$ cat src/hw/rtl/tspm_pkg.sv
package tspm_pkg;

  typedef logic signed [19:0] height_t;
  typedef logic [23:0]        slope_t;
  typedef logic [19:0]        diff_t;
  typedef logic [10:0]        dim_t;

  localparam int CFG_ADDR_W = 5;
  localparam int CFG_DATA_W = 32;

  // widest scaled value: 6 * (2^20 - 1) stays below 2^23
  localparam int SCALED_W     = 23;
  localparam int SLOPE_FACTOR = 6;
  localparam slope_t SLOPE_MIN = 24'd16;

  localparam dim_t    MAP_WIDTH_RST   = 11'd256;
  localparam dim_t    MAP_HEIGHT_RST  = 11'd256;
  localparam slope_t  SLOPE_LIMIT_RST = 24'd400;
  localparam height_t MIN_DEPTH_RST   = -20'sd160000;
  localparam height_t MAX_DEPTH_RST   = 20'sd320;

  typedef enum logic [2:0] {
    REG_MAP_WIDTH   = 3'd0,
    REG_MAP_HEIGHT  = 3'd1,
    REG_SLOPE_LIMIT = 3'd2,
    REG_MIN_DEPTH   = 3'd3,
    REG_MAX_DEPTH   = 3'd4
  } reg_idx_t;

  typedef enum logic {
    MODE_SAMPLE = 1'b0,
    MODE_FLUSH  = 1'b1
  } mode_t;

  typedef struct packed {
    dim_t    map_width;
    dim_t    map_height;
    slope_t  slope_limit;
    height_t min_depth;
    height_t max_depth;
  } cfg_t;

  // per-cell control carried from the counter stage to the datapath
  typedef struct packed {
    logic    emit;
    logic    wr_mid;
    logic    has_left;
    logic    has_right;
    logic    has_up;
    logic    has_down;
    logic    border;
    logic    last;
    height_t down;
  } cell_ctl_t;

  typedef struct packed {
    logic last_fire;
    logic map_start;
  } ctl_stat_t;

  function automatic diff_t abs_diff(height_t a, height_t b);
    logic signed [20:0] d;
    d = $signed({a[19], a}) - $signed({b[19], b});
    return d[20] ? diff_t'(-d) : diff_t'(d);
  endfunction

endpackage

$ cat src/hw/rtl/tspm_if.sv
interface tspm_in_if;
  import tspm_pkg::*;
  logic    valid;
  logic    ready;
  logic    mode;
  height_t height;
  modport source (output valid, output mode, output height, input ready);
  modport sink (input valid, input mode, input height, output ready);
endinterface


$ cat src/hw/rtl/tspm_ctrl.sv
module tspm_ctrl #(
  parameter int MAX_WIDTH = 1024,
  parameter int MAX_HEIGHT = 1024,
  localparam int AW = $clog2(MAX_WIDTH)
) (
  input  logic                  clk,
  input  logic                  rst_n,
  input  tspm_pkg::cfg_t        cfg,
  tspm_in_if.sink               in_ch,
  input  logic                  s1_ready,
  output logic                  rd_en,
  output logic [AW-1:0]         mid_addr_a,
  output logic [AW-1:0]         mid_addr_b,
  output logic [AW-1:0]         up_addr_a,
  output logic [AW-1:0]         up_addr_b,
  output logic                  s1_valid_r,
  output tspm_pkg::cell_ctl_t   s1_ctl_r,
  output logic [AW-1:0]         s1_col_r,
  output tspm_pkg::ctl_stat_t   stat
);
  import tspm_pkg::*;

  localparam int WW = $clog2(MAX_WIDTH + 1);
  localparam int HW = $clog2(MAX_HEIGHT + 1);
  localparam int EW = (WW > 11) ? WW : 11;
  localparam int EH = (HW > 11) ? HW : 11;

  logic [AW-1:0] col_r, col_nxt, flush_r, flush_nxt;
  logic [HW-1:0] row_r, row_nxt;
  logic          s1_valid_nxt;

  logic [EW-1:0] w_ext, eff_w, c_ext, c_inc;
  logic [EH-1:0] h_ext, eff_h;
  logic [AW-1:0] c_samp, c_fl, c;
  logic          is_flush, row_lt_h, act, accept, fire, at_end;
  cell_ctl_t     ctl_nxt;

  always_comb begin
    w_ext = EW'(cfg.map_width);
    h_ext = EH'(cfg.map_height);
    eff_w = (w_ext == '0) ? EW'(1) : ((w_ext > EW'(MAX_WIDTH)) ? EW'(MAX_WIDTH) : w_ext);
    eff_h = (h_ext == '0) ? EH'(1) : ((h_ext > EH'(MAX_HEIGHT)) ? EH'(MAX_HEIGHT) : h_ext);
  end

  assign in_ch.ready = !s1_valid_r || s1_ready;
  assign accept      = in_ch.valid && in_ch.ready;
  assign is_flush    = (in_ch.mode == MODE_FLUSH);
  assign row_lt_h    = EH'(row_r) < eff_h;
  assign act         = is_flush ? !row_lt_h : row_lt_h;
  assign fire        = accept && act;

  // a column past a shrunken width restarts a sample row, or ends a flush
  assign c_samp = (EW'(col_r) >= eff_w) ? '0 : col_r;
  assign c_fl   = (EW'(flush_r) >= eff_w) ? AW'(eff_w - EW'(1)) : flush_r;
  assign c      = is_flush ? c_fl : c_samp;
  assign c_ext  = EW'(c);
  assign c_inc  = c_ext + EW'(1);
  assign at_end = c_inc >= eff_w;

  always_comb begin
    ctl_nxt.emit      = is_flush || (row_r != '0);
    ctl_nxt.wr_mid    = !is_flush;
    ctl_nxt.has_left  = (c != '0);
    ctl_nxt.has_right = !at_end;
    ctl_nxt.has_up    = is_flush ? (eff_h >= EH'(2)) : (row_r >= HW'(2));
    ctl_nxt.has_down  = !is_flush;
    // flushed cells sit on the last row, which is border
    ctl_nxt.border    = is_flush || (row_r == HW'(1)) || (c == '0) || at_end;
    ctl_nxt.last      = is_flush && at_end;
    ctl_nxt.down      = in_ch.height;
  end

  always_comb begin
    col_nxt   = col_r;
    row_nxt   = row_r;
    flush_nxt = flush_r;
    if (fire) begin
      if (is_flush) begin
        if (at_end) begin
          col_nxt   = '0;
          row_nxt   = '0;
          flush_nxt = '0;
        end else begin
          flush_nxt = AW'(c_inc);
        end
      end else if (at_end) begin
        col_nxt = '0;
        row_nxt = row_r + HW'(1);
      end else begin
        col_nxt = AW'(c_inc);
      end
    end
  end

  assign s1_valid_nxt = fire ? 1'b1 : (s1_ready ? 1'b0 : s1_valid_r);

  always_ff @(posedge clk) begin
    if (!rst_n) begin
      col_r      <= '0;
      row_r      <= '0;
      flush_r    <= '0;
      s1_valid_r <= 1'b0;
    end else begin
      col_r      <= col_nxt;
      row_r      <= row_nxt;
      flush_r    <= flush_nxt;
      s1_valid_r <= s1_valid_nxt;
    end
  end

  always_ff @(posedge clk) begin
    if (fire) begin
      s1_ctl_r <= ctl_nxt;
      s1_col_r <= c;
    end
  end

  assign rd_en      = fire;
  assign mid_addr_a = c;
  assign mid_addr_b = c + AW'(1);
  assign up_addr_a  = c - AW'(1);
  assign up_addr_b  = c;

  assign stat.last_fire = fire && ctl_nxt.last;
  assign stat.map_start = (row_r == '0) && (col_r == '0) && (flush_r == '0);

endmodule

$ cat src/flat_wrapper.sv
// flat-port wrapper written by rule: the top's interface ports become plain ports
module tspm_ctrl_flat import tspm_pkg::*;
#(
  parameter int MAX_WIDTH = 1024,
  parameter int MAX_HEIGHT = 1024,
  localparam int AW = $clog2(MAX_WIDTH)
)
  (clk, rst_n, cfg, s1_ready, rd_en, mid_addr_a, mid_addr_b, up_addr_a, up_addr_b, s1_valid_r, s1_ctl_r, s1_col_r, stat, in_ch_valid, in_ch_mode, in_ch_height, in_ch_ready);
  tspm_in_if in_ch_i ();
  input  logic clk;
  input  logic rst_n;
  input  tspm_pkg::cfg_t cfg;
  input  logic s1_ready;
  output logic rd_en;
  output logic [AW-1:0] mid_addr_a;
  output logic [AW-1:0] mid_addr_b;
  output logic [AW-1:0] up_addr_a;
  output logic [AW-1:0] up_addr_b;
  output logic s1_valid_r;
  output tspm_pkg::cell_ctl_t s1_ctl_r;
  output logic [AW-1:0] s1_col_r;
  output tspm_pkg::ctl_stat_t stat;
  input wire logic [$bits(in_ch_i.valid)-1:0] in_ch_valid;
  input wire logic [$bits(in_ch_i.mode)-1:0] in_ch_mode;
  input wire logic [$bits(in_ch_i.height)-1:0] in_ch_height;
  output wire logic [$bits(in_ch_i.ready)-1:0] in_ch_ready;
  assign in_ch_i.valid = in_ch_valid;
  assign in_ch_i.mode = in_ch_mode;
  assign in_ch_i.height = in_ch_height;
  assign in_ch_ready = in_ch_i.ready;
  tspm_ctrl #(.MAX_WIDTH(MAX_WIDTH), .MAX_HEIGHT(MAX_HEIGHT)) u_core (.clk(clk), .rst_n(rst_n), .cfg(cfg), .in_ch(in_ch_i), .s1_ready(s1_ready), .rd_en(rd_en), .mid_addr_a(mid_addr_a), .mid_addr_b(mid_addr_b), .up_addr_a(up_addr_a), .up_addr_b(up_addr_b), .s1_valid_r(s1_valid_r), .s1_ctl_r(s1_ctl_r), .s1_col_r(s1_col_r), .stat(stat));
endmodule
$ cat config.mk
export PLATFORM = sky130hd
export DESIGN_NAME = tspm_ctrl_flat
export DESIGN_NICKNAME = d
export VERILOG_FILES = /design/src/hw/rtl/tspm_pkg.sv /design/src/hw/rtl/tspm_if.sv /design/src/hw/rtl/tspm_ctrl.sv /design/src/flat_wrapper.sv
export SDC_FILE = /design/constraint.sdc
export NUM_CORES = 1
export LEC_CHECK = 0
export BUFFER_PORTS_ARGS = -buffer_cell sky130_fd_sc_hd__buf_2
export CAP_MARGIN = 5
export CORE_MARGIN = 2
export CORE_UTILIZATION = 49
export DETAILED_ROUTE_END_ITERATION = 10
export PLACE_DENSITY = 0.84
export SYNTH_ARGS = -nofsm -noshare
export SYNTH_HDL_FRONTEND = slang
export SYNTH_SLANG_ARGS = --single-unit
$ cat constraint.sdc
create_clock -name clk -period 5.9 [get_ports clk]
set_input_delay 0.295 -clock clk [delete_from_list [all_inputs] [get_ports clk]]
set_output_delay 0.295 -clock clk [all_outputs]
set_load 0.02 [all_outputs]
==> results of run 1 <==
==> cell type report <==
class,instances,area share (%)
tap,111,2.501
timing repair buffer,150,14.46
sequential,69,31.54
multi-input combinational,360,46.54
clock buffer,9,2.230
inverter,22,1.487
clock inverter,7,1.239
==> worst min path at each step <==
| stage | cells after the start | startpoint | slack [ps] | to |
|---|---|---|---|---|
| 6_report | 1 | in_ch_height[10] | 100 | u_core.s1_ctl_r[10]$_DFFE_PP_ |
| 5_1_grt | 1 | in_ch_height[8] | 90 | u_core.s1_ctl_r[8]$_DFFE_PP_ |
| 4_1_cts | 1 | in_ch_height[10] | 90 | u_core.s1_ctl_r[10]$_DFFE_PP_ |
| 3_5_place_dp | 1 | in_ch_height[10] | 470 | u_core.s1_ctl_r[10]$_DFFE_PP_ |
| 3_3_place_gp | 1 | in_ch_height[6] | 470 | u_core.s1_ctl_r[6]$_DFFE_PP_ |
| 2_1_floorplan | 0 | in_ch_height[0] | 390 | u_core.s1_ctl_r[0]$_DFFE_PP_ |
==> state kept, by name (all words and copies together), names as in the netlist <==
register           cells
u_core.s1_col_r       10
u_core.flush_r        10
u_core.col_r          10
u_core.s1_ctl_r       27
u_core.row_r          11
u_core.s1_valid_r      1
==> power breakdown <==
group          leakage (nW)  switching, W  total (W)  internal [W]
Clock                 0.101      0.000216   0.000384      0.000167
Combinational          1.84      0.000136   0.000211     0.0000746
Sequential            0.602    0.00000492   0.000528      0.000523
Total                  2.54      0.000357    0.00112      0.000765
==> through the flow <==
stage                     setup slack (ps)  cells  power [W]  hold WS (ps)  util [%]
after floorplan                      124.5    480  0.0006704         393.9         -
after global placement               286.9    712  0.0007404         471.6     58.43
after detailed placement             99.34    712  0.0007460         473.1     58.43
after CTS                            393.3    728   0.001123         92.48     60.53
after global routing                 94.61    728   0.001165         87.02     60.68
final                                509.7    728   0.001122         102.3     60.68
==> layout by cell type, fill, tap and decap left out, types with 12 or more instances in the layout <==
cell	instances
o21ai_0	13
ha_1	49
nor4_1	12
nor3_1	12
nand3_1	27
xnor2_1	19
buf_2	129
inv_1	19
nand2_1	48
buf_4	21
nor2_1	29
edfxtp_1	37
a21oi_1	20
a22o_1	13
dfxtp_1	32
==> cells by family (layout without fill, tap and decap cells) <==
kind of cell             count (synthesis)  in the layout
AO/OA/AOI/OAI                           98             98
XOR/XNOR                                28             28
adder cells (fa/ha/maj)                 49             49
buffers and inverters                   51            188
flip-flops                              69             69
multiplexers                             5              5
AND/OR/NAND/NOR                        180            180
==> worst max-delay path: cells and delay by family <==
kind | cells | cell delay [ps]
muxes | 1 | 150
and+or+nand+nor | 5 | 1300
buffers and inverters | 6 | 870
xor gates and xnor gates | 1 | 250
AOI/OAI and AO/OA | 9 | 1970
adders and majority gates | 3 | 830
==> routing by layer <==
| metal | up-vias | part of all wire, % |
|---|---|---|
| met5 | - | 0 |
| met3 | 12 | 7.0 |
| met1 | 1976 | 45 |
| li1 | 2022 | - |
| met4 | 0 | 1.1 |
| met2 | 196 | 47 |
==> repair_timing <==
item,in CTS,in global routing
setup endpoints to repair,0,6
setup buffers,0,0
resized for setup,0,2
endpoints found under the hold margin,0,0
==> summary.md, run 1 <==
| Metric | Value |
|---|---|
| Via Count | 4,206 |
| Total grt overflow | 0 |
| Most used DFF post-synth | edfxtp_1 |
| R2R depth | 22 |
| Sequential area share after synthesis | 38.38% |
| Nets | 772 |
| Largest family of logic cells by synthesized area | simple AND/OR/NAND/NOR gates |
| Max_cap viols | 0 |
| RSZ-0062 raised after global routing | no |
| Vias in the first global route | 4,014 |
| Max clock buf depth | 2 |
| Slowest CP cell | nor4_1 |
| Pleak | 2.539 nW |
| Adder-cell share of the synthesized area | 13.43% |
| DRC viols | 0 |
| Final Skew | 13.71 ps |
| Area occupied by multi-input gates | 0.002585 mm2 |
| Initial Util | 49.87% |
| Worst Setup EP | u_core.col_r[4]$_SDFFE_PN0P_ |
| Antenna violations before repair | 0 |
| GRT Util Overall | about 25% |
| First-pass GRT wire length | 19.68 mm |
| Die Y | 100.5 um |
| GPL Wtd Cong | 0.9604 |
| Routed Antenna Nets | 0 |
| PortBufs | roughly 130 |
| Register Area | roughly 0.0018 mm2 |
| Status | finished, final reports clean |
| Pins over their slew limit | 0 |
| Setup-failing EPs final | 0 |
| Post-route cell area | 0.005554 mm2 |
| HPWL Detailed | about 10 mm |
| Minimum clock period | between 5000 and 6000 ps |
| Placed inst area | 0.005348 mm2 |
| Fin crit share | 91.36% |
| Ant. Diodes | 0 |
| Detailed Route WL | between 10 and 15 mm |
| Pwr Density | a little over 200 mW/mm2 |
| Simple-gate area share of the yosys netlist | 20.45% |
| # IOs | 194 |
| Actual slew at the worst max-slew pin | approximately 840 ps |
| RR Startpoint | u_core.flush_r[0]$_SDFFE_PN0P_ |
| FF+latch count, synth | about 70 |
| Unique cell type count in the Yosys netlist | 62 |
| Most frequent cells after synthesis | 49 x ha_1, 48 x nand2_1, 37 x edfxtp_1, 32 x dfxtp_1, 29 x nor2_1 |
| Synthesis warning total | 0 |
| Worst slew margin | a little over two fifths |
| Met3 usage | under 10% |
| P&R area growth vs syn | 21.68% |
| Largest net degree at the start of global routing | 25 |
| Worst r2r dst | u_core.col_r[4]$_SDFFE_PN0P_ |
| Global route hottest layer | met2 |
| Most used cell, CP | inv_1 |
| Worst skew pair latency | 360 ps |
| Post-synthesis compound-gate area fraction | 15.76% |
| Fraction of layout cells with a size suffix above 1 | between 20% and 30% |
| Final hold viol count | 0 |
| Core area | 0.009153 mm2 |
| Die area | 0.01010 mm2 |
| Most numerous cell in the Yosys netlist | ha_1 |
| Met1 Usage GRT | 33.14% |
| Crit path from | cfg[85] |
| Clk sinks | 69 |
| Flop2flop setup slack | 850 ps |
| CP arrival | 5680 ps |
| Max VDD drop | 0.1045 mV |
| Min-delay worst type | input port to flip-flop |
| Mapped Cells | between 400 and 500 |
| Drt first-iter violations | 295 |
| Max incr delay on CP | 380 ps |
| Post-synth top area share | between 20 and 25% |
| Synth Area in XOR/XNOR | 5.373% |
| Critical path capture point type | flip-flop |
| Top cells by area, synth | edfxtp_1 24%, dfxtp_1 14%, ha_1 13% |
| Die width | 100.5 um |
| CTS tree | yes |
| GR Layer Usage met2 | ~41% |
| Syn Area/Cell | 9.509 um2 |
| Filler cells | between 700 and 800 |
| Num rows | 35 |
| Worst-path clk slew | approximately 90 ps |
| Crit Path Category | input port to flip-flop |
| EDFF count, synth | 37 |
| Pre-antenna DRT Iters | 5 |
| Via density | 5.777 |
| Leading area contributor after synthesis | edfxtp_1 |
| Total CTS buffers | 9 |
| Syn_nets | 640 |
| CP Launch Type | input port |
| Hold buffers post-CTS | 0 |
| Final TNS setup | 0 ps |
| Worst-path maximum fanout | 12 |
| Syn Std Cell Area | 0.004564 mm2 |
| Drt wl/cell | 17.16 um |
| Mux share of post-synthesis cell area | under 10% |
| Htree depth | 3 |
| Fmax | 185.5 MHz |
| WP data required | 6190 ps |
| Asr flop ratio synth | 0% |
| Root buf cell | clkbuf_8 |
Note: power is estimated with default switching activity, not from simulation.
==> run 2: changes to the inputs <==
PLACE_DENSITY = 0.82   (was 0.84)
==> summary.md, run 2 (synthesis results as in run 1) <==
| Metric | Value |
|---|---|
| Status | finished, final reports clean |
| Hold endpoint | u_core.s1_ctl_r[12]$_DFFE_PP_ |
| Max FFs per register | 27 |
| Register Area | 0.001752 mm2 |
| Worst Min Path Start | in_ch_height[12] |
| Num rows | 35 |
| First-pass GRT wire length | 20.19 mm |
| HPWL Detailed | 9.806 mm |
| CP Launch Type | input port |
| Most frequent cells in the layout | 129 x buf_2, 49 x ha_1, 48 x nand2_1, 37 x edfxtp_1, 32 x dfxtp_1 |
| Worst hold stages | 1 |
| Post_cts resized | 0 |
| Die area | 0.01010 mm2 |
| CTS tree | yes |
| Min-delay worst type | input port to flip-flop |
| Final hold viol count | 0 |
| Worst-path maximum fanout | 12 |
| Critical path capture point type | output pin |
| Area occupied by multi-input gates | 0.002571 mm2 |
| Filler cells | 775 |
| Total grt overflow | 0 |
| WP data required | 5610 ps |
| Root buf cell | clkbuf_8 |
| Commonest non-fill, non-tap cell in the layout | buf_2 |
| DRC viols | 0 |
| Total CTS buffers | 9 |
| Biggest regs | u_core.s1_ctl_r: 27 flops, u_core.row_r: 11 flops |
| Core area | approximately 0.0092 mm2 |
| P&R area growth vs syn | 21.98% |
| Largest register by flop count | u_core.s1_ctl_r |
| CP arrival | 5320 ps |
| Actual slew at the worst max-slew pin | 809.2 ps |
| Vias in the first global route | 4,118 |
| Worst slew margin | 45.56% |
| GPL Wtd Cong | 0.9549 |
| Pwr Density | 201.8 mW/mm2 |
| Via density | 5.839 |
| RSZ-0062 raised after global routing | no |
| Fin crit share | about 95% |
| Pleak | 2.553 nW |
| Clk sinks | 69 |
| Detailed Route WL | 12.36 mm |
| Routed Antenna Nets | 0 |
| Die width | 100.5 um |
| Nets | 775 |
| Htree depth | 3 |
| Fmax | 178.2 MHz |
| Flop2flop setup slack | 680 ps |
| Max VDD drop | about 0.098 mV |
| Delay-heaviest family, CP | compound AO/OA/AOI/OAI gates |
| Crit Path Category | input port to output pin |
| Worst r2r dst | u_core.col_r[8]$_SDFFE_PN0P_ |
| Final Skew | 12.84 ps |
| Pre-antenna DRT Iters | 5 |
| Worst path buffer plus inverter count | 7 |
| Hold buffers post-CTS | 0 |
| Via Count | around 4,300 |
| CP cell instances | buf_2 -> nor4_1 -> a32oi_1 -> inv_1 -> ha_1 -> nand2b_1 -> a211o_1 -> a21oi_2 -> mux2i_1 -> a221oi_1 -> inv_1 -> ha_1 -> nand3_1 -> xor2_1 -> inv_1 -> ha_1 -> a21o_1 -> a21oi_1 -> a21oi_1 -> a211oi_1 -> buf_4 -> buf_4 -> nor2_1 -> buf_2 |
| Worst-path clk slew | 90 ps |
| Antenna violations before repair | 0 |
| Slowest CP cell | a221oi_1 |
| Initial Util | 49.87% |
| Ant. Diodes | 0 |
| R2R depth | 23 |
| # IOs | around 190 |
| Largest net degree at the start of global routing | 28 |
| Setup Fix Bufs, Post-CTS | 0 |
| GRT Util Overall | 25.25% |
| Drt wl/cell | about 17 um |
| Max_cap viols | 0 |
| Minimum clock period | 5612 ps |
| Max incr delay on CP | 470 ps |
| Die Y | 100.5 um |
| Max clock buf depth | 2 |
| RR Startpoint | u_core.flush_r[0]$_SDFFE_PN0P_ |
| Worst skew pair latency | 360 ps |
| Setup-failing EPs final | 0 |
| Total Power | 0.001124 W |
| Pins over their slew limit | 0 |
| PortBufs | 129 |
| Fraction of layout cells with a size suffix above 1 | 29.84% |
| Final TNS setup | 0 ps |
| Drt first-iter violations | 300 |
==> run 2: power breakdown <==
part | switching, W | internal [W] | leakage (nW)
Combinational | 0.000133 | 0.0000754 | 1.85
Clock | 0.000219 | 0.000168 | 0.102
Sequential | 0.00000498 | 0.000523 | 0.602
Total | 0.000357 | 0.000766 | 2.55
==> run 2: stage by stage <==
stage | hold WS [ps] | cells | setup slack [ps] | instance area (um2) | utilization [%]
2_1_floorplan | 393.9 | 480 | 124.5 | 4569 | -
3_3_place_gp | 472.6 | 715 | 293.5 | 5370 | 58.67
3_5_place_dp | 473.1 | 715 | 177.0 | 5370 | 58.67
4_1_cts | 101.3 | 731 | 382.3 | 5568 | 60.83
5_1_grt | 86.55 | 731 | 86.20 | 5568 | 60.83
6_report | 109.2 | 731 | 288.3 | 5568 | 60.83
==> run 2: layout make-up <==
cell class	count	share of cell area, %
clock buffers	9	2.225
clock inverters	7	1.326
inverters	22	1.483
multi-input cells	360	46.18
flip-flops and latches	69	31.46
well taps	111	2.494
repair buffers	153	14.83
==> run 2: worst max path at each step <==
stage	start	to	slack [ps]	cells after the start
detailed placement	cfg[85]	u_core.col_r[5]$_SDFFE_PN0P_	180	26
global route	cfg[85]	stat[1]	90	23
floorplan	cfg[83]	u_core.col_r[4]$_SDFFE_PN0P_	120	24
finish	cfg[85]	stat[1]	290	24
CTS	cfg[85]	stat[1]	380	24
global placement	cfg[85]	u_core.col_r[4]$_SDFFE_PN0P_	290	25
==> run 2: metal layers <==
metal / wire length [um] / global-route usage [%] / up-vias
li1: - / - / 2037
met1: 5518 / 34.65 / 1995
met2: 5673 / 40.17 / 215
met3: 920 / 4.577 / 21
met4: 246 / 8.851 / 0
met5: 0 / 0 / -
==> run 3: changes to the inputs <==
BUFFER_PORTS_ARGS = -buffer_cell sky130_fd_sc_hd__clkbuf_2   (was -buffer_cell sky130_fd_sc_hd__buf_2)
GPL_ROUTABILITY_DRIVEN = 1   (was unset)
==> summary.md, run 3 (synthesis results as in run 1) <==
| Metric | Value |
|---|---|
| WP data required | 5610 ps |
| Root buf cell | clkbuf_8 |
| Minimum clock period | 5416 ps |
| Filler cells | 737 |
| Worst r2r dst | u_core.col_r[4]$_SDFFE_PN0P_ |
| Num rows | 35 |
| Max clock buf depth | 2 |
| Area occupied by multi-input gates | 0.002577 mm2 |
| Worst Min Path Start | in_ch_height[1] |
| Drt first-iter violations | around 300 |
| Total grt overflow | 0 |
| Register Area | 0.001752 mm2 |
| PortBufs | 129 |
| Min-delay worst type | input port to flip-flop |
| Clk sinks | 69 |
| Die area | 0.01010 mm2 |
| Pre-antenna DRT Iters | 5 |
| Actual slew at the worst max-slew pin | slightly above 700 ps |
| Final Util | 61.07% |
| RR Startpoint | u_core.flush_r[0]$_SDFFE_PN0P_ |
| GRT Util Overall | 25.39% |
| Pleak | between 2 and 3 nW |
| Final hold viol count | 0 |
| Worst-path maximum fanout | 11 |
| Final TNS setup | 0 ps |
| Hold endpoint | u_core.s1_ctl_r[1]$_DFFE_PP_ |
| Antenna violations before repair | 0 |
| Sequential power share | around 47% |
| CTS tree | yes |
| Largest net degree at the start of global routing | 24 |
| Worst skew pair latency | ~360 ps |
| Crit Path Category | input port to output pin |
| CP cell instances | clkbuf_2 -> nor4_1 -> a32oi_1 -> inv_1 -> ha_1 -> nand2b_1 -> a211o_1 -> a21oi_2 -> o21ai_0 -> mux2_2 -> a21oi_1 -> nand4_1 -> xnor2_1 -> ha_1 -> a21oi_1 -> nor2b_1 -> o21ai_0 -> nand2b_1 -> a211oi_1 -> buf_4 -> buf_4 -> nor2_1 -> clkbuf_2 |
| Max incr delay on CP | just under 400 ps |
| Delay-heaviest family, CP | compound AO/OA/AOI/OAI gates |
| Die width | about 100 um |
| Worst path buffer plus inverter count | 5 |
| Via density | 5.847 |
| Clock power share | 34.4% |
| Most frequent cells in the layout | 129 x clkbuf_2, 49 x ha_1, 48 x nand2_1, 37 x edfxtp_1, 32 x dfxtp_1 |
| Max_cap viols | 0 |
| Ant. Diodes | 0 |
| First-pass GRT wire length | 20.26 mm |
| HPWL Detailed | 10.03 mm |
| Net Sw Frac | a little under a third |
| Pwr Density | around 200 mW/mm2 |
| Pins over their slew limit | 0 |
| Nets | 777 |
| R2R depth | 21 |
| Biggest regs | u_core.s1_ctl_r: 27 flops, u_core.row_r: 11 flops |
| CP arrival | between 5000 and 6000 ps |
| Core area | 0.009153 mm2 |
| Hold buffers post-CTS | 0 |
| Htree depth | 3 |
| Total CTS buffers | 9 |
| Die Y | approximately 100 um |
| Detailed Route WL | about 13 mm |
| # IOs | slightly below 200 |
| Worst slew margin | 52.22% |
| Commonest non-fill, non-tap cell in the layout | clkbuf_2 |
| Worst hold stages | 1 |
| P&R area growth vs syn | 22.45% |
| RSZ-0062 raised after global routing | no |
| Status | finished, final reports clean |
| Psw | 0.0003601 W |
| Max VDD drop | 0.09868 mV |
| Vias in the first global route | 4,177 |
| Final Skew | 11.18 ps |
| GPL Wtd Cong | 0.9661 |
| Max FFs per register | 27 |
| DRC viols | 0 |
| CP Launch Type | input port |
| Routed Antenna Nets | 0 |
| Fin crit share | 91.80% |
| Worst-path clk slew | ~90 ps |
| Largest register by flop count | u_core.s1_ctl_r |
| Slowest CP cell | mux2_2 |
| Setup-failing EPs final | 0 |
| Flop2flop setup slack | 820 ps |
| Critical path capture point type | output pin |
| Fraction of layout cells with a size suffix above 1 | 30.23% |
| Crit path from | cfg[80] |
| Initial Util | between 40% and 50% |
| Via Count | 4,286 |
| Pint | 0.0007661 W |
| Drt wl/cell | 17.29 um |
| Logic pwr share | 18.7% |
| Fmax | ~180 MHz |
-- run 3: cell count changes in the layout (fill, tap and decap cells not counted), sizes merged --
| cell | change |
|---|---|
| clkbuf | +129 |
| buf | -127 |
-- run 3: timing repair --
item / in CTS / in global routing
buffers inserted: 0 / 0
resized for setup: 0 / 1
setup endpoints to repair: 0 / 1
-- run 3: layout make-up --
type | count | area share (%)
flip-flops and latches | 69 | 31.34
clock buffers | 9 | 2.216
repair buffers | 155 | 15.04
well taps | 111 | 2.485
multi-input cells | 360 | 46.12
clock inverters | 7 | 1.321
inverters | 22 | 1.478
-- run 3: through the flow --
stage               area [um2]  std cells  hold slack (ps)  setup slack (ps)   power, W
floorplan                 4569        480            393.9             124.5  0.0006704
global placement          5385        717            473.0             250.1  0.0007419
detailed placement        5385        717            473.6             196.9  0.0007489
CTS                       5583        733            92.16             406.7   0.001130
global route              5589        733            89.95             153.7   0.001170
finish                    5589        733            103.6             483.8   0.001126
-- run 3: worst max path at each step --
| stage | end | slack [ps] | cells after the start |
|---|---|---|---|
| 5_1_grt | stat[1] | 150 | 25 |
| 3_5_place_dp | u_core.col_r[4]$_SDFFE_PN0P_ | 200 | 25 |
| 3_3_place_gp | u_core.col_r[4]$_SDFFE_PN0P_ | 250 | 26 |
| 6_report | stat[1] | 480 | 23 |
| 2_1_floorplan | u_core.col_r[4]$_SDFFE_PN0P_ | 120 | 24 |
| 4_1_cts | stat[1] | 410 | 24 |
-- run 3: power groups by stage --
stage	clock network (W)	logic [W]	registers, W
3_3_place_gp	0	0.000203	0.000539
2_1_floorplan	0	0.000113	0.000557
3_5_place_dp	0	0.000209	0.000540
6_report	0.000387	0.000211	0.000528
5_1_grt	0.000410	0.000230	0.000530
4_1_cts	0.000391	0.000210	0.000528
-- run 3: layer usage --
layer	vias up	wire length, um	global-route usage [%]
li1	2043	-	-
met1	2013	5429	33.07
met2	203	5972	42.64
met3	27	1007	4.230
met4	0	261	9.062
met5	-	0	0
