[src/hw/rtl/tspm_pkg.sv]
package tspm_pkg;

  typedef logic signed [19:0] height_t;
  typedef logic [23:0]        slope_t;
  typedef logic [19:0]        diff_t;
  typedef logic [10:0]        dim_t;

  localparam int CFG_ADDR_W = 5;
  localparam int CFG_DATA_W = 32;

  // widest scaled value: 6 * (2^20 - 1) stays below 2^23
  localparam int SCALED_W     = 23;
  localparam int SLOPE_FACTOR = 6;
  localparam slope_t SLOPE_MIN = 24'd16;

  localparam dim_t    MAP_WIDTH_RST   = 11'd256;
  localparam dim_t    MAP_HEIGHT_RST  = 11'd256;
  localparam slope_t  SLOPE_LIMIT_RST = 24'd400;
  localparam height_t MIN_DEPTH_RST   = -20'sd160000;
  localparam height_t MAX_DEPTH_RST   = 20'sd320;

  typedef enum logic [2:0] {
    REG_MAP_WIDTH   = 3'd0,
    REG_MAP_HEIGHT  = 3'd1,
    REG_SLOPE_LIMIT = 3'd2,
    REG_MIN_DEPTH   = 3'd3,
    REG_MAX_DEPTH   = 3'd4
  } reg_idx_t;

  typedef enum logic {
    MODE_SAMPLE = 1'b0,
    MODE_FLUSH  = 1'b1
  } mode_t;

  typedef struct packed {
    dim_t    map_width;
    dim_t    map_height;
    slope_t  slope_limit;
    height_t min_depth;
    height_t max_depth;
  } cfg_t;

  // per-cell control carried from the counter stage to the datapath
  typedef struct packed {
    logic    emit;
    logic    wr_mid;
    logic    has_left;
    logic    has_right;
    logic    has_up;
    logic    has_down;
    logic    border;
    logic    last;
    height_t down;
  } cell_ctl_t;

  typedef struct packed {
    logic last_fire;
    logic map_start;
  } ctl_stat_t;

  function automatic diff_t abs_diff(height_t a, height_t b);
    logic signed [20:0] d;
    d = $signed({a[19], a}) - $signed({b[19], b});
    return d[20] ? diff_t'(-d) : diff_t'(d);
  endfunction

endpackage

[src/hw/rtl/tspm_if.sv]


interface tspm_out_if;
  import tspm_pkg::*;
  logic   valid;
  logic   ready;
  slope_t slope;
  logic   passable;
  logic   end_of_map;
  modport source (output valid, output slope, output passable, output end_of_map,
                  input ready);
  modport sink (input valid, input slope, input passable, input end_of_map,
                output ready);
endinterface

[src/hw/rtl/tspm_slope.sv]
module tspm_slope #(
  parameter int RES_SCALE = 2
) (
  input  logic                clk,
  input  logic                rst_n,
  input  tspm_pkg::cfg_t      cfg,
  input  logic                s1_valid,
  input  tspm_pkg::cell_ctl_t s1_ctl,
  input  tspm_pkg::height_t   ctr,
  input  tspm_pkg::height_t   right,
  input  tspm_pkg::height_t   left,
  input  tspm_pkg::height_t   up,
  output logic                s1_ready,
  tspm_out_if.source          out_ch
);
  import tspm_pkg::*;

  // floor(m * 6 / RES_SCALE) as one multiply by a scaled reciprocal
  localparam int DIV_SH = SCALED_W + $clog2(RES_SCALE);
  localparam longint unsigned RECIP = ((64'd1 << DIV_SH) + RES_SCALE - 1) / RES_SCALE;
  localparam longint unsigned MULT = SLOPE_FACTOR * RECIP;
  localparam int PW = DIV_SH + SCALED_W;

  logic    v2_r, v3_r, v4_r, vo_r;
  logic    rdy2, rdy3, rdy4, rdyo;

  diff_t   d2_r [4];
  height_t ctr2_r, ctr3_r, ctr4_r;
  logic    border2_r, border3_r, border4_r;
  logic    last2_r, last3_r, last4_r;
  diff_t   m3_r;
  logic [PW-1:0] prod4_r;

  slope_t  slope_o_r;
  logic    pass_o_r, eom_o_r;

  diff_t   d_nxt [4];
  diff_t   mx01, mx23, m_nxt;
  logic [PW-1:0] prod_nxt;
  logic [SCALED_W-1:0] q;
  slope_t  slope_nxt;
  logic signed [20:0] ctr_x, neg_max, neg_min;
  logic    pass_nxt;

  assign rdyo     = !vo_r || out_ch.ready;
  assign rdy4     = !v4_r || rdyo;
  assign rdy3     = !v3_r || rdy4;
  assign rdy2     = !v2_r || rdy3;
  assign s1_ready = rdy2;

  always_ff @(posedge clk) begin
    if (!rst_n) begin
      v2_r <= 1'b0;
      v3_r <= 1'b0;
      v4_r <= 1'b0;
      vo_r <= 1'b0;
    end else begin
      if (rdy2) v2_r <= s1_valid && s1_ctl.emit;
      if (rdy3) v3_r <= v2_r;
      if (rdy4) v4_r <= v3_r;
      if (rdyo) vo_r <= v4_r;
    end
  end

  // missing neighbors count as zero difference
  always_comb begin
    d_nxt[0] = s1_ctl.has_left  ? abs_diff(ctr, left)        : '0;
    d_nxt[1] = s1_ctl.has_right ? abs_diff(ctr, right)       : '0;
    d_nxt[2] = s1_ctl.has_up    ? abs_diff(ctr, up)          : '0;
    d_nxt[3] = s1_ctl.has_down  ? abs_diff(ctr, s1_ctl.down) : '0;
  end

  always_comb begin
    mx01  = (d2_r[0] > d2_r[1]) ? d2_r[0] : d2_r[1];
    mx23  = (d2_r[2] > d2_r[3]) ? d2_r[2] : d2_r[3];
    m_nxt = (mx01 > mx23) ? mx01 : mx23;
  end

  assign prod_nxt = PW'(m3_r) * PW'(MULT);

  // the scaled value cannot reach the 24-bit ceiling, so only the floor applies
  always_comb begin
    q         = prod4_r[DIV_SH +: SCALED_W];
    slope_nxt = (slope_t'(q) < SLOPE_MIN) ? SLOPE_MIN : slope_t'(q);
    ctr_x     = $signed({ctr4_r[19], ctr4_r});
    neg_max   = -$signed({cfg.max_depth[19], cfg.max_depth});
    neg_min   = -$signed({cfg.min_depth[19], cfg.min_depth});
    pass_nxt  = !border4_r && (slope_nxt <= cfg.slope_limit)
                && (ctr_x > neg_max) && (ctr_x < neg_min);
  end

  always_ff @(posedge clk) begin
    if (rdy2) begin
      d2_r      <= d_nxt;
      ctr2_r    <= ctr;
      border2_r <= s1_ctl.border;
      last2_r   <= s1_ctl.last;
    end
    if (rdy3) begin
      m3_r      <= m_nxt;
      ctr3_r    <= ctr2_r;
      border3_r <= border2_r;
      last3_r   <= last2_r;
    end
    if (rdy4) begin
      prod4_r   <= prod_nxt;
      ctr4_r    <= ctr3_r;
      border4_r <= border3_r;
      last4_r   <= last3_r;
    end
    if (rdyo) begin
      slope_o_r <= slope_nxt;
      pass_o_r  <= pass_nxt;
      eom_o_r   <= last4_r;
    end
  end

  assign out_ch.valid      = vo_r;
  assign out_ch.slope      = slope_o_r;
  assign out_ch.passable   = pass_o_r;
  assign out_ch.end_of_map = eom_o_r;

endmodule

[src/flat_wrapper.sv]
// flat-port wrapper written by rule: the top's interface ports become plain ports
module tspm_slope_flat import tspm_pkg::*;
#(
  parameter int RES_SCALE = 2
)
  (clk, rst_n, cfg, s1_valid, s1_ctl, ctr, right, left, up, s1_ready, out_ch_valid, out_ch_slope, out_ch_passable, out_ch_end_of_map, out_ch_ready);
  tspm_out_if out_ch_i ();
  input  logic clk;
  input  logic rst_n;
  input  tspm_pkg::cfg_t cfg;
  input  logic s1_valid;
  input  tspm_pkg::cell_ctl_t s1_ctl;
  input  tspm_pkg::height_t ctr;
  input  tspm_pkg::height_t right;
  input  tspm_pkg::height_t left;
  input  tspm_pkg::height_t up;
  output logic s1_ready;
  output wire logic [$bits(out_ch_i.valid)-1:0] out_ch_valid;
  output wire logic [$bits(out_ch_i.slope)-1:0] out_ch_slope;
  output wire logic [$bits(out_ch_i.passable)-1:0] out_ch_passable;
  output wire logic [$bits(out_ch_i.end_of_map)-1:0] out_ch_end_of_map;
  input wire logic [$bits(out_ch_i.ready)-1:0] out_ch_ready;
  assign out_ch_valid = out_ch_i.valid;
  assign out_ch_slope = out_ch_i.slope;
  assign out_ch_passable = out_ch_i.passable;
  assign out_ch_end_of_map = out_ch_i.end_of_map;
  assign out_ch_i.ready = out_ch_ready;
  tspm_slope #(.RES_SCALE(RES_SCALE)) u_core (.clk(clk), .rst_n(rst_n), .cfg(cfg), .s1_valid(s1_valid), .s1_ctl(s1_ctl), .ctr(ctr), .right(right), .left(left), .up(up), .s1_ready(s1_ready), .out_ch(out_ch_i));
endmodule
[config.mk]
export PLATFORM = sky130hd
export DESIGN_NAME = tspm_slope_flat
export DESIGN_NICKNAME = d
export VERILOG_FILES = /design/src/hw/rtl/tspm_pkg.sv /design/src/hw/rtl/tspm_if.sv /design/src/hw/rtl/tspm_slope.sv /design/src/flat_wrapper.sv
export SDC_FILE = /design/constraint.sdc
export NUM_CORES = 1
export LEC_CHECK = 0
export BUFFER_PORTS_ARGS = -buffer_cell sky130_fd_sc_hd__buf_2
export CORE_MARGIN = 5
export CORE_UTILIZATION = 65
export DETAILED_ROUTE_END_ITERATION = 6
export HOLD_SLACK_MARGIN = 0.12
export PLACE_DENSITY = 0.88
export SLEW_MARGIN = 25
export SYNTH_ARGS = -nofsm -noshare
export SYNTH_HDL_FRONTEND = slang
export SYNTH_SLANG_ARGS = --single-unit
[constraint.sdc]
create_clock -name clk -period 12.24 [get_ports clk]
set_input_delay 3.672 -clock clk [delete_from_list [all_inputs] [get_ports clk]]
set_output_delay 3.672 -clock clk [all_outputs]
set_load 0.005 [all_outputs]
==> impl_metrics.ini, run 1 <==
[sta]
setup_slack_ns = 3.79
final_max_slew_viol_count = 0
max_clock_freq_mhz = 118
final_period_utilization = 0.691
setup_viol = 0
final.min_clock_period_ns = 8.45
fin_hold_ws_ns = 0.416
rsz_0062_raised_after_global_routing = false
worst-slew-pin-transition_ns = 1.05
worst_slew_margin_rel = 0.303
fin_worst_skew_ns = 0.0159
fin_tns_setup_ns = 0
final-hold-violation-count = 0

[layout]
finish.instance_area_sq_um = 20300
final_common_cell = sky130_fd_sc_hd__ha_1
mostFrequentLayoutCells = sky130_fd_sc_hd__ha_1 (230), sky130_fd_sc_hd__inv_1 (214), sky130_fd_sc_hd__edfxtp_1 (212)
nets = 2552
layout-area-overhead-vs-synth_pct = 11.0
antennaDiodeCount = 0
drive_gt1_frac = 0.125
post_layout_nonfiller_instances = 2512

[pwr]
worst_ir_drop_on_vdd_uv = 151
power.share.switching = 0.361
clk_network_pwr_share = 0.201
power_density_nw_per_um2 = 156
part_of_the_power_in_combinational_logic = 0.441
netSwitchingPower_mw = 1.15
p_leak_nw = 9.62
seq_power_share = 0.358
intPower_mw = 2.03

[global_route]
total_global_route_track_usage = 0.280
globalRoute.totalOverflow = 0
initial_antenna_violation_count = 0
grt_start_max_net_pins = 85
first_pass_grt_wire_length_mm = 71.9
first_global_vias = 14600

[critical_path]
slowest_stage = sky130_fd_sc_hd__nor2b_1
worst-r2r-cell-count = 23
reg2reg_to = u_core.m3_r[8]$_DFFE_PP_
critical_path.n_buffers_inverters = 3
r2r_start = u_core.d2_r[66]$_SDFFCE_PN0P_
path_delay_family = simple AND/OR/NAND/NOR gates
cp_slowest_stage_delay_ns = 0.43
crit_path_cell_trace = buf_2 -> nor2b_1 -> nand4_1 -> buf_4 -> buf_2
crit_fanout = 21
critical_path_class = in -> out
timing.critical_path.required_ns = 8.57
crit_arrival_ns = 4.78
timing.critical_path.from_type = input port
timing.critical_path.to_type = primary output
crit_top_cell = sky130_fd_sc_hd__buf_2
startpoint = out_ch_ready
reg2reg_slack_ns = 6.32

[hold_path]
min_delay_worst_endpoint = u_core.ctr4_r[10]$_DFFE_PP_
worst_hold_startpoint = u_core.ctr3_r[10]$_DFFE_PP_
min_delay_path_class = reg -> reg
hold_path_depth = 0

[synthesis]
post_synth_instance_area_sq_um = 18300
synth_top_flop_cell = sky130_fd_sc_hd__edfxtp_1
total_of_warnings_raised_by_yosys = 0
post_synth_edffs = 212
synth_cells = 1940
synthArstFlopShare = 0
synth.distinct_cells = 82
synth.ff_latch_count = 216
synthesis.area_per_instance_sq_um = 9.45
yosysSeqAreaShare = 0.352

[detailed_routing]
ant_nets = 0
vias_per_cell = 6.00
routed_wire_length_per_instance_um = 18.0
drt-pass1-iter-count = 6
initialDrtViolationCount = 1264
wl_mm = 45.1
detailroute.via_count = 15100
drc = 0

[run_status]
status = completed

[cts]
tritoncts = done
cts-resized-gates = 0
post_cts.repair.setup_buffers = 0
clock_latency_ns = 0.51
number_of_sinks_handled_by_clock_tree_synthesis = 216
cts_hold_buffers = 0
cts_inserted_buffers = 23
cts_root_buf = sky130_fd_sc_hd__clkbuf_16
clockBufferDepth = 3
cts_max_level = 1
clk_pin_slew_ns = 0.06

[place]
place_area_sq_um = 19600
post-place-cells = 2472
post-dp-hpwl_mm = 36.1
place.gp.congestion = 0.954
place_worst_setup_slack_ns = 3.81
buffer_ports.inserted = 200

[floorplanning]
starting_density_of_the_core = 0.660
die-area_sq_um = 31700
die_w_um = 178
die_height_um = 178
core_box_area_sq_um = 27800
placement_rows = 61
i_o_pin_count = 226

[run]
drv.max_cap_violation_count = 0
layout make-up:
class	count	area (sq um)
repair buffers	205	1040
clock buffers	30	602
multi-input cells	1459	10900
inverters	214	803
fillers	2062	7440
clock inverters	10	88.8
well taps	378	473
flip-flops and latches	216	6450
worst reg2reg max path: stages, from the launching register on:
cell	delay, ns
sky130_fd_sc_hd__edfxtp_1	0.43
sky130_fd_sc_hd__ha_1	0.32
sky130_fd_sc_hd__a21o_1	0.20
sky130_fd_sc_hd__a21o_1	0.18
sky130_fd_sc_hd__a221o_1	0.28
sky130_fd_sc_hd__a21o_1	0.18
sky130_fd_sc_hd__a21o_1	0.17
sky130_fd_sc_hd__a221o_1	0.29
sky130_fd_sc_hd__a211o_1	0.27
sky130_fd_sc_hd__o21ai_2	0.29
sky130_fd_sc_hd__buf_4	0.33
sky130_fd_sc_hd__mux2i_1	0.25
sky130_fd_sc_hd__inv_1	0.06
sky130_fd_sc_hd__ha_1	0.31
sky130_fd_sc_hd__a21o_1	0.16
sky130_fd_sc_hd__a21oi_1	0.15
sky130_fd_sc_hd__nor2b_1	0.06
sky130_fd_sc_hd__o21ai_0	0.15
sky130_fd_sc_hd__nand2b_1	0.08
sky130_fd_sc_hd__a21oi_1	0.15
sky130_fd_sc_hd__nor2b_1	0.06
sky130_fd_sc_hd__o21ai_0	0.16
sky130_fd_sc_hd__a21o_1	0.84
sky130_fd_sc_hd__mux2i_1	0.24
worst max-delay path by stage:
stage / endpoint / slack [ns] / cells after the start
global route: s1_ready / 3.74 / 5
CTS: s1_ready / 3.80 / 5
finish: s1_ready / 3.79 / 5
floorplan: s1_ready / 1.74 / 2
global placement: s1_ready / 3.83 / 5
detailed placement: s1_ready / 3.81 / 5
power groups by stage:
| stage | clock (mW) | sequential, mW | combinational, mW |
|---|---|---|---|
| CTS | 0.648 | 1.14 | 1.38 |
| global placement | 0 | 1.14 | 1.30 |
| global route | 0.680 | 1.16 | 1.56 |
| finish | 0.638 | 1.14 | 1.40 |
| floorplan | 0 | 1.11 | 1.05 |
| detailed placement | 0 | 1.15 | 1.37 |
synthesized netlist by cell type (45+ instances only):
cell type | number | share of area
sky130_fd_sc_hd__ha_1 | 230 | 0.16
sky130_fd_sc_hd__inv_1 | 214 | 0.044
sky130_fd_sc_hd__edfxtp_1 | 212 | 0.35
sky130_fd_sc_hd__nor2_1 | 131 | 0.027
sky130_fd_sc_hd__a21oi_1 | 129 | 0.035
sky130_fd_sc_hd__xnor2_1 | 101 | 0.048
sky130_fd_sc_hd__o21ai_0 | 94 | 0.026
sky130_fd_sc_hd__nand2_1 | 83 | 0.017
sky130_fd_sc_hd__mux2i_1 | 66 | 0.036
sky130_fd_sc_hd__a21o_1 | 57 | 0.023
sky130_fd_sc_hd__xor2_1 | 51 | 0.024
sky130_fd_sc_hd__and2_1 | 45 | 0.015
registers in the layout, summed over array words and instances (netlist names):
name and flops:
u_core.d2_r 80, u_core.out_ch.end_of_map 1, u_core.prod4_r 22, u_core.ctr2_r 20, u_core.border4_r 1, u_core.last4_r 1
u_core.ctr4_r 20, u_core.v4_r 1, u_core.out_ch.valid 1, u_core.v3_r 1, u_core.last2_r 1, u_core.out_ch.slope 22
u_core.out_ch.passable 1, u_core.border3_r 1, u_core.v2_r 1, u_core.last3_r 1, u_core.border2_r 1, u_core.ctr3_r 20
u_core.m3_r 20
kinds of logic (layout without fill, tap and decap cells):
family | count (synthesis) | after routing | synth area share
adder cells (fa/ha/maj) | 235 | 235 | 0.162
XOR/XNOR | 152 | 152 | 0.0726
AND/OR/NAND/NOR | 541 | 541 | 0.155
buffers and inverters | 266 | 459 | 0.0556
AO/OA/AOI/OAI | 462 | 462 | 0.166
flip-flops | 216 | 216 | 0.352
other | 1 | 2 | 0.000205
multiplexers | 67 | 67 | 0.0367
stage by stage:
stage,total power [mW],utilization
6_report,3.18,0.732
5_1_grt,3.39,0.732
4_1_cts,3.17,0.732
3_5_place_dp,2.52,0.707
3_3_place_gp,2.44,0.707
2_1_floorplan,2.15,-
per-layer routing:
layer,GRT usage,up-vias,part of all wire
li1,-,7405,-
met1,0.356,6971,0.41
met2,0.483,580,0.47
met3,0.0369,108,0.075
met4,0.112,0,0.044
met5,0,-,0
No activity file was read; power rests on OpenSTA's default activity.
==> run 2: changes to the inputs <==
--- a/config.mk
+++ b/config.mk
@@ -7,10 +7,10 @@
 export LEC_CHECK = 0
 export BUFFER_PORTS_ARGS = -buffer_cell sky130_fd_sc_hd__buf_2
 export CORE_MARGIN = 5
-export CORE_UTILIZATION = 65
+export CORE_UTILIZATION = 54
 export DETAILED_ROUTE_END_ITERATION = 6
 export HOLD_SLACK_MARGIN = 0.12
-export PLACE_DENSITY = 0.88
+export PLACE_DENSITY = 0.78
 export SLEW_MARGIN = 25
 export SYNTH_ARGS = -nofsm -noshare
 export SYNTH_HDL_FRONTEND = slang
==> constraint.sdc (replaced) <==
create_clock -name clk -period 7.67 [get_ports clk]
set_input_delay 2.301 -clock clk [delete_from_list [all_inputs] [get_ports clk]]
set_output_delay 2.301 -clock clk [all_outputs]
set_load 0.005 [all_outputs]
==> run 2 against run 1 <==
Compared with the run above:
- first-iteration DRC count shrank 28%
- clock power grew 58%
- utilization shrank 12 points
- via count shrank 1.5%
- critical endpoint is now u_core.d2_r[70]$_SDFFCE_PN0P_
==> impl_metrics.ini, run 2 (synthesized netlist as in run 1, its figures left out) <==
[floorplanning]
die_height_um = 194
placement_rows = 67
die_w_um = 194
core_box_area_sq_um = 33500
die-area_sq_um = 37700
i_o_pin_count = 226
starting_density_of_the_core = 0.547

[detailed_routing]
detailroute.via_count = 14800
drt-pass1-iter-count = 5
wl_mm = 44.4
routed_wire_length_per_instance_um = 17.2
drc = 0
vias_per_cell = 5.75
initialDrtViolationCount = 913
ant_nets = 0

[sta]
max_clock_freq_mhz = 165
worst-slew-pin-transition_ns = 1.03
setup_viol = 0
worst_slew_margin_rel = 0.311
final_max_slew_viol_count = 0
fin_worst_skew_ns = 0.0132
rsz_0062_raised_after_global_routing = false
fin_tns_setup_ns = 0
final.min_clock_period_ns = 6.07
setup_slack_ns = 1.60
final_period_utilization = 0.791
final-hold-violation-count = 0

[place]
place_worst_setup_slack_ns = 1.12
post-place-cells = 2543
post-dp-hpwl_mm = 36.0
buffer_ports.inserted = 200
place.gp.congestion = 0.901

[critical_path]
timing.critical_path.from_type = input port
timing.critical_path.to_type = flip-flop
crit_fanout = 8
crit_arrival_ns = 6.34
critical_path_class = in -> reg
timing.critical_path.required_ns = 7.94

[cts]
post_cts.repair.setup_buffers = 0
cts-resized-gates = 0
cts_hold_buffers = 0
clk_pin_slew_ns = 0.06
cts_max_level = 1
number_of_sinks_handled_by_clock_tree_synthesis = 216
clock_latency_ns = 0.51
tritoncts = done
cts_root_buf = sky130_fd_sc_hd__clkbuf_16
cts_inserted_buffers = 22
clockBufferDepth = 3

[pwr]
netSwitchingPower_mw = 1.79
seq_power_share = 0.361
power_density_nw_per_um2 = 245
intPower_mw = 3.23
part_of_the_power_in_combinational_logic = 0.439
clk_network_pwr_share = 0.201
worst_ir_drop_on_vdd_uv = 153
power.share.switching = 0.356
power_mw = 5.01
p_leak_nw = 9.62

[global_route]
total_global_route_track_usage = 0.226
first_pass_grt_wire_length_mm = 70.6
globalRoute.totalOverflow = 0
grt_start_max_net_pins = 73
initial_antenna_violation_count = 3
first_global_vias = 14100

[layout]
final_common_cell = sky130_fd_sc_hd__ha_1
antennaDiodeCount = 0
registers.top_by_ff_count = u_core.d2_r
multi_input_area_sq_um = 10900
area_taken_by_flip_flops_and_latches_sq_um = 6450
num-fill-cells = 2836
largest_register_ffs = 80
post_layout_nonfiller_instances = 2581
nets = 2552
mostFrequentLayoutCells = sky130_fd_sc_hd__ha_1 (230), sky130_fd_sc_hd__inv_1 (214), sky130_fd_sc_hd__edfxtp_1 (212)
layout-area-overhead-vs-synth_pct = 11.5
drive_gt1_frac = 0.126

[hold_path]
min_delay_path_class = reg -> reg

[run]
drv.max_cap_violation_count = 0

[run_status]
status = completed
run 2: metal layers:
layer / global-route usage / wire, um
met5: 0 / 0
met4: 0.0714 / 1660
met3: 0.0257 / 2800
met2: 0.383 / 20600
met1: 0.304 / 19400
run 2: metrics by stage:
stage               hold slack [ns]   util  instance area [sq um]
finish                        0.414  0.609                  20400
floorplan                     0.400      -                  18300
detailed placement            0.405  0.589                  19700
global placement              0.401  0.589                  19700
global route                  0.424  0.609                  20400
CTS                           0.417  0.609                  20400
run 2: worst max-delay path, stage by stage:
cell and delay [ns]:
sky130_fd_sc_hd__buf_2 0.11, sky130_fd_sc_hd__inv_1 0.25, sky130_fd_sc_hd__ha_1 0.23, sky130_fd_sc_hd__inv_1 0.06
sky130_fd_sc_hd__fa_1 0.40, sky130_fd_sc_hd__a21o_1 0.21, sky130_fd_sc_hd__a311oi_1 0.49, sky130_fd_sc_hd__a2111oi_1 0.27
sky130_fd_sc_hd__o31ai_1 0.29, sky130_fd_sc_hd__a21oi_1 0.11, sky130_fd_sc_hd__o21a_1 0.20, sky130_fd_sc_hd__o31ai_1 0.74
sky130_fd_sc_hd__o21ai_0 0.29, sky130_fd_sc_hd__xnor2_1 0.21, sky130_fd_sc_hd__and2_1 0.17
run 2: cell type report:
class / instances / area share
Clock buffer: 26 / 0.0287
Clock inverter: 12 / 0.00459
Inverter: 214 / 0.0393
Multi-Input combinational cell: 1459 / 0.533
Sequential cell: 216 / 0.315
Tap cell: 448 / 0.0274
Timing Repair Buffer: 206 / 0.0512
run 2: power by group through the flow:
stage          Clock [mW]  Sequential, mW  Combinational, mW
2_1_floorplan           0            1.77               1.67
3_3_place_gp            0            1.82               2.08
3_5_place_dp            0            1.83               2.16
4_1_cts              1.03            1.81               2.18
5_1_grt              1.08            1.84               2.46
6_report             1.01            1.81               2.20
run 2: final timing paths:
path / end / cells after the start / slack, ns / from
max: u_core.d2_r[70]$_SDFFCE_PN0P_ / 15 / 1.60 / ctr[0]
min: u_core.ctr4_r[5]$_DFFE_PP_ / 0 / 0.41 / u_core.ctr3_r[5]$_DFFE_PP_
max reg2reg: u_core.m3_r[1]$_DFFE_PP_ / 22 / 1.75 / u_core.d2_r[66]$_SDFFCE_PN0P_
min reg2reg: u_core.ctr4_r[5]$_DFFE_PP_ / 0 / 0.41 / u_core.ctr3_r[5]$_DFFE_PP_
==> run 3: changes to the inputs <==
==> constraint.sdc (replaced) <==
create_clock -name clk -period 5.26 [get_ports clk]
set_input_delay 1.578 -clock clk [delete_from_list [all_inputs] [get_ports clk]]
set_output_delay 1.578 -clock clk [all_outputs]
set_load 0.005 [all_outputs]
==> run 3 against run 2 <==
Compared with the run above:
- total power rose by 50%
- clock skew rose by 0.0052 ns
- routed wire length rose by 1.1%
- global-route usage rose by 0.62 points
- combinational power rose by 54%
- first-iteration DRC count fell by 0.66%
- sequential share of layout area fell by 0.76 points
- worst setup slack got worse by 1.4 ns
- clock-buffer cell count rose by 3
- critical path type is now reg -> reg
- critical endpoint is now u_core.m3_r[1]$_DFFE_PP_
==> impl_metrics.ini, run 3 (synthesized netlist as in run 1, its figures left out) <==
[critical_path]
timing.critical_path.required_ns = 5.59
critical_path.n_buffers_inverters = 2
slowest_stage = sky130_fd_sc_hd__edfxtp_1
path_delay_family = compound AO/OA/AOI/OAI gates
cp_slowest_stage_delay_ns = 0.44
crit_top_cell = sky130_fd_sc_hd__a21o_1
critical_path_class = reg -> reg
timing.critical_path.from_type = flip-flop
timing.critical_path.to_type = flip-flop
crit_fanout = 12
crit_arrival_ns = 5.35
crit_path_cell_trace = ha_1 -> a21o_1 -> a21o_1 -> a221o_1 -> a21o_1 -> a21o_1 -> a221o_1 -> a211o_1 -> o21ai_4 -> mux2i_1 -> inv_1 -> ha_1 -> a21o_1 -> a21oi_1 -> nor2b_1 -> o21ai_0 -> nand2b_1 -> a21oi_1 -> nor2b_1 -> o21ai_0 -> a21o_1 -> buf_12 -> mux2i_1

[run_status]
status = completed

[pwr]
part_of_the_power_in_combinational_logic = 0.452
clk_network_pwr_share = 0.196
p_leak_nw = 9.89
power.share.switching = 0.352
power_density_nw_per_um2 = 358
netSwitchingPower_mw = 2.64
power_mw = 7.50
worst_ir_drop_on_vdd_uv = 243
intPower_mw = 4.86
seq_power_share = 0.352

[place]
place_area_sq_um = 20200
place_worst_setup_slack_ns = -0.124
buffer_ports.inserted = 200
place.gp.congestion = 0.929
post-dp-hpwl_mm = 36.7
post-place-cells = 2599

[cts]
cts_max_level = 1
clockBufferDepth = 3
tritoncts = done
cts_root_buf = sky130_fd_sc_hd__clkbuf_16
clock_latency_ns = 0.51
number_of_sinks_handled_by_clock_tree_synthesis = 216
cts_hold_buffers = 0
clk_pin_slew_ns = 0.06
cts_inserted_buffers = 22

[sta]
final_period_utilization = 0.955
final_max_slew_viol_count = 0
setup_viol = 0
setup_slack_ns = 0.236
worst_slew_margin_rel = 0.356
fin_hold_ws_ns = 0.412
worst-slew-pin-transition_ns = 0.963
final.min_clock_period_ns = 5.02
fin_tns_setup_ns = 0
fin_worst_skew_ns = 0.0183
max_clock_freq_mhz = 199
final-hold-violation-count = 0

[layout]
drive_gt1_frac = 0.151
post_layout_nonfiller_instances = 2640
largest_register_ffs = 80
finish.instance_area_sq_um = 20900
finish.utilization = 0.624
multi_input_area_sq_um = 10900
mostFrequentLayoutCells = sky130_fd_sc_hd__ha_1 (230), sky130_fd_sc_hd__inv_1 (214), sky130_fd_sc_hd__edfxtp_1 (212)
num-fill-cells = 2793
final_common_cell = sky130_fd_sc_hd__ha_1
layout-area-overhead-vs-synth_pct = 14.2
nets = 2609
area_taken_by_flip_flops_and_latches_sq_um = 6450
registers.top_by_ff_count = u_core.d2_r

[global_route]
first_pass_grt_wire_length_mm = 72.5
first_global_vias = 14700
grt_start_max_net_pins = 54
initial_antenna_violation_count = 1
globalRoute.totalOverflow = 0
total_global_route_track_usage = 0.232

[detailed_routing]
ant_nets = 0
wl_mm = 44.9
detailroute.via_count = 15000
routed_wire_length_per_instance_um = 17.0
drc = 0
drt-pass1-iter-count = 5
initialDrtViolationCount = 907
vias_per_cell = 5.67

[floorplanning]
die-area_sq_um = 37700
core_box_area_sq_um = 33500
i_o_pin_count = 226
die_w_um = 194
die_height_um = 194
starting_density_of_the_core = 0.547
placement_rows = 67

[hold_path]
min_delay_path_class = reg -> reg

[run]
drv.max_cap_violation_count = 0
-- run 3: worst paths after layout --
kind	start	endpoint	slack, ns	cells after the start
max	u_core.d2_r[66]$_SDFFCE_PN0P_	u_core.m3_r[1]$_DFFE_PP_	0.24	23
min	u_core.ctr2_r[17]$_DFFE_PP_	u_core.ctr3_r[17]$_DFFE_PP_	0.41	0
max reg2reg	u_core.d2_r[66]$_SDFFCE_PN0P_	u_core.m3_r[1]$_DFFE_PP_	0.24	23
min reg2reg	u_core.ctr2_r[17]$_DFFE_PP_	u_core.ctr3_r[17]$_DFFE_PP_	0.41	0
-- run 3: metal layers --
layer / part of all wire / vias up / GRT usage
li1: - / 7537 / -
met1: 0.44 / 6913 / 0.301
met2: 0.46 / 411 / 0.393
met3: 0.056 / 99 / 0.0304
met4: 0.044 / 2 / 0.0935
met5: 0.00016 / - / 0
-- run 3: power groups by stage --
stage | Sequential (mW) | Combinational (mW) | Clock [mW]
floorplan | 2.58 | 2.43 | 0
global placement | 2.65 | 3.15 | 0
global route | 2.68 | 3.78 | 1.58
CTS | 2.64 | 3.31 | 1.51
finish | 2.64 | 3.39 | 1.47
detailed placement | 2.67 | 3.28 | 0
-- run 3: worst reg2reg max path, stage by stage (launching register included) --
cell	delay (ns)
sky130_fd_sc_hd__edfxtp_1	0.44
sky130_fd_sc_hd__ha_1	0.32
sky130_fd_sc_hd__a21o_1	0.18
sky130_fd_sc_hd__a21o_1	0.18
sky130_fd_sc_hd__a221o_1	0.29
sky130_fd_sc_hd__a21o_1	0.18
sky130_fd_sc_hd__a21o_1	0.18
sky130_fd_sc_hd__a221o_1	0.30
sky130_fd_sc_hd__a211o_1	0.30
sky130_fd_sc_hd__o21ai_4	0.16
sky130_fd_sc_hd__mux2i_1	0.33
sky130_fd_sc_hd__inv_1	0.08
sky130_fd_sc_hd__ha_1	0.32
sky130_fd_sc_hd__a21o_1	0.17
sky130_fd_sc_hd__a21oi_1	0.14
sky130_fd_sc_hd__nor2b_1	0.06
sky130_fd_sc_hd__o21ai_0	0.15
sky130_fd_sc_hd__nand2b_1	0.08
sky130_fd_sc_hd__a21oi_1	0.14
sky130_fd_sc_hd__nor2b_1	0.06
sky130_fd_sc_hd__o21ai_0	0.15
sky130_fd_sc_hd__a21o_1	0.21
sky130_fd_sc_hd__buf_12	0.17
sky130_fd_sc_hd__mux2i_1	0.27
-- run 3: what timing repair did --
item | CTS | global route
setup buffers | 0 | 1
resized for setup | 0 | 12
setup endpoints to repair | 0 | 20
-- run 3: final cells by class --
| type | count | share of cell area |
|---|---|---|
| Inverter | 214 | 0.0384 |
| Clock inverter | 10 | 0.00412 |
| Antenna cell | 1 | 0.000120 |
| Tap cell | 448 | 0.0268 |
| Clock buffer | 29 | 0.0286 |
| Multi-Input combinational cell | 1459 | 0.522 |
| Timing Repair Buffer | 263 | 0.0721 |
| Sequential cell | 216 | 0.308 |
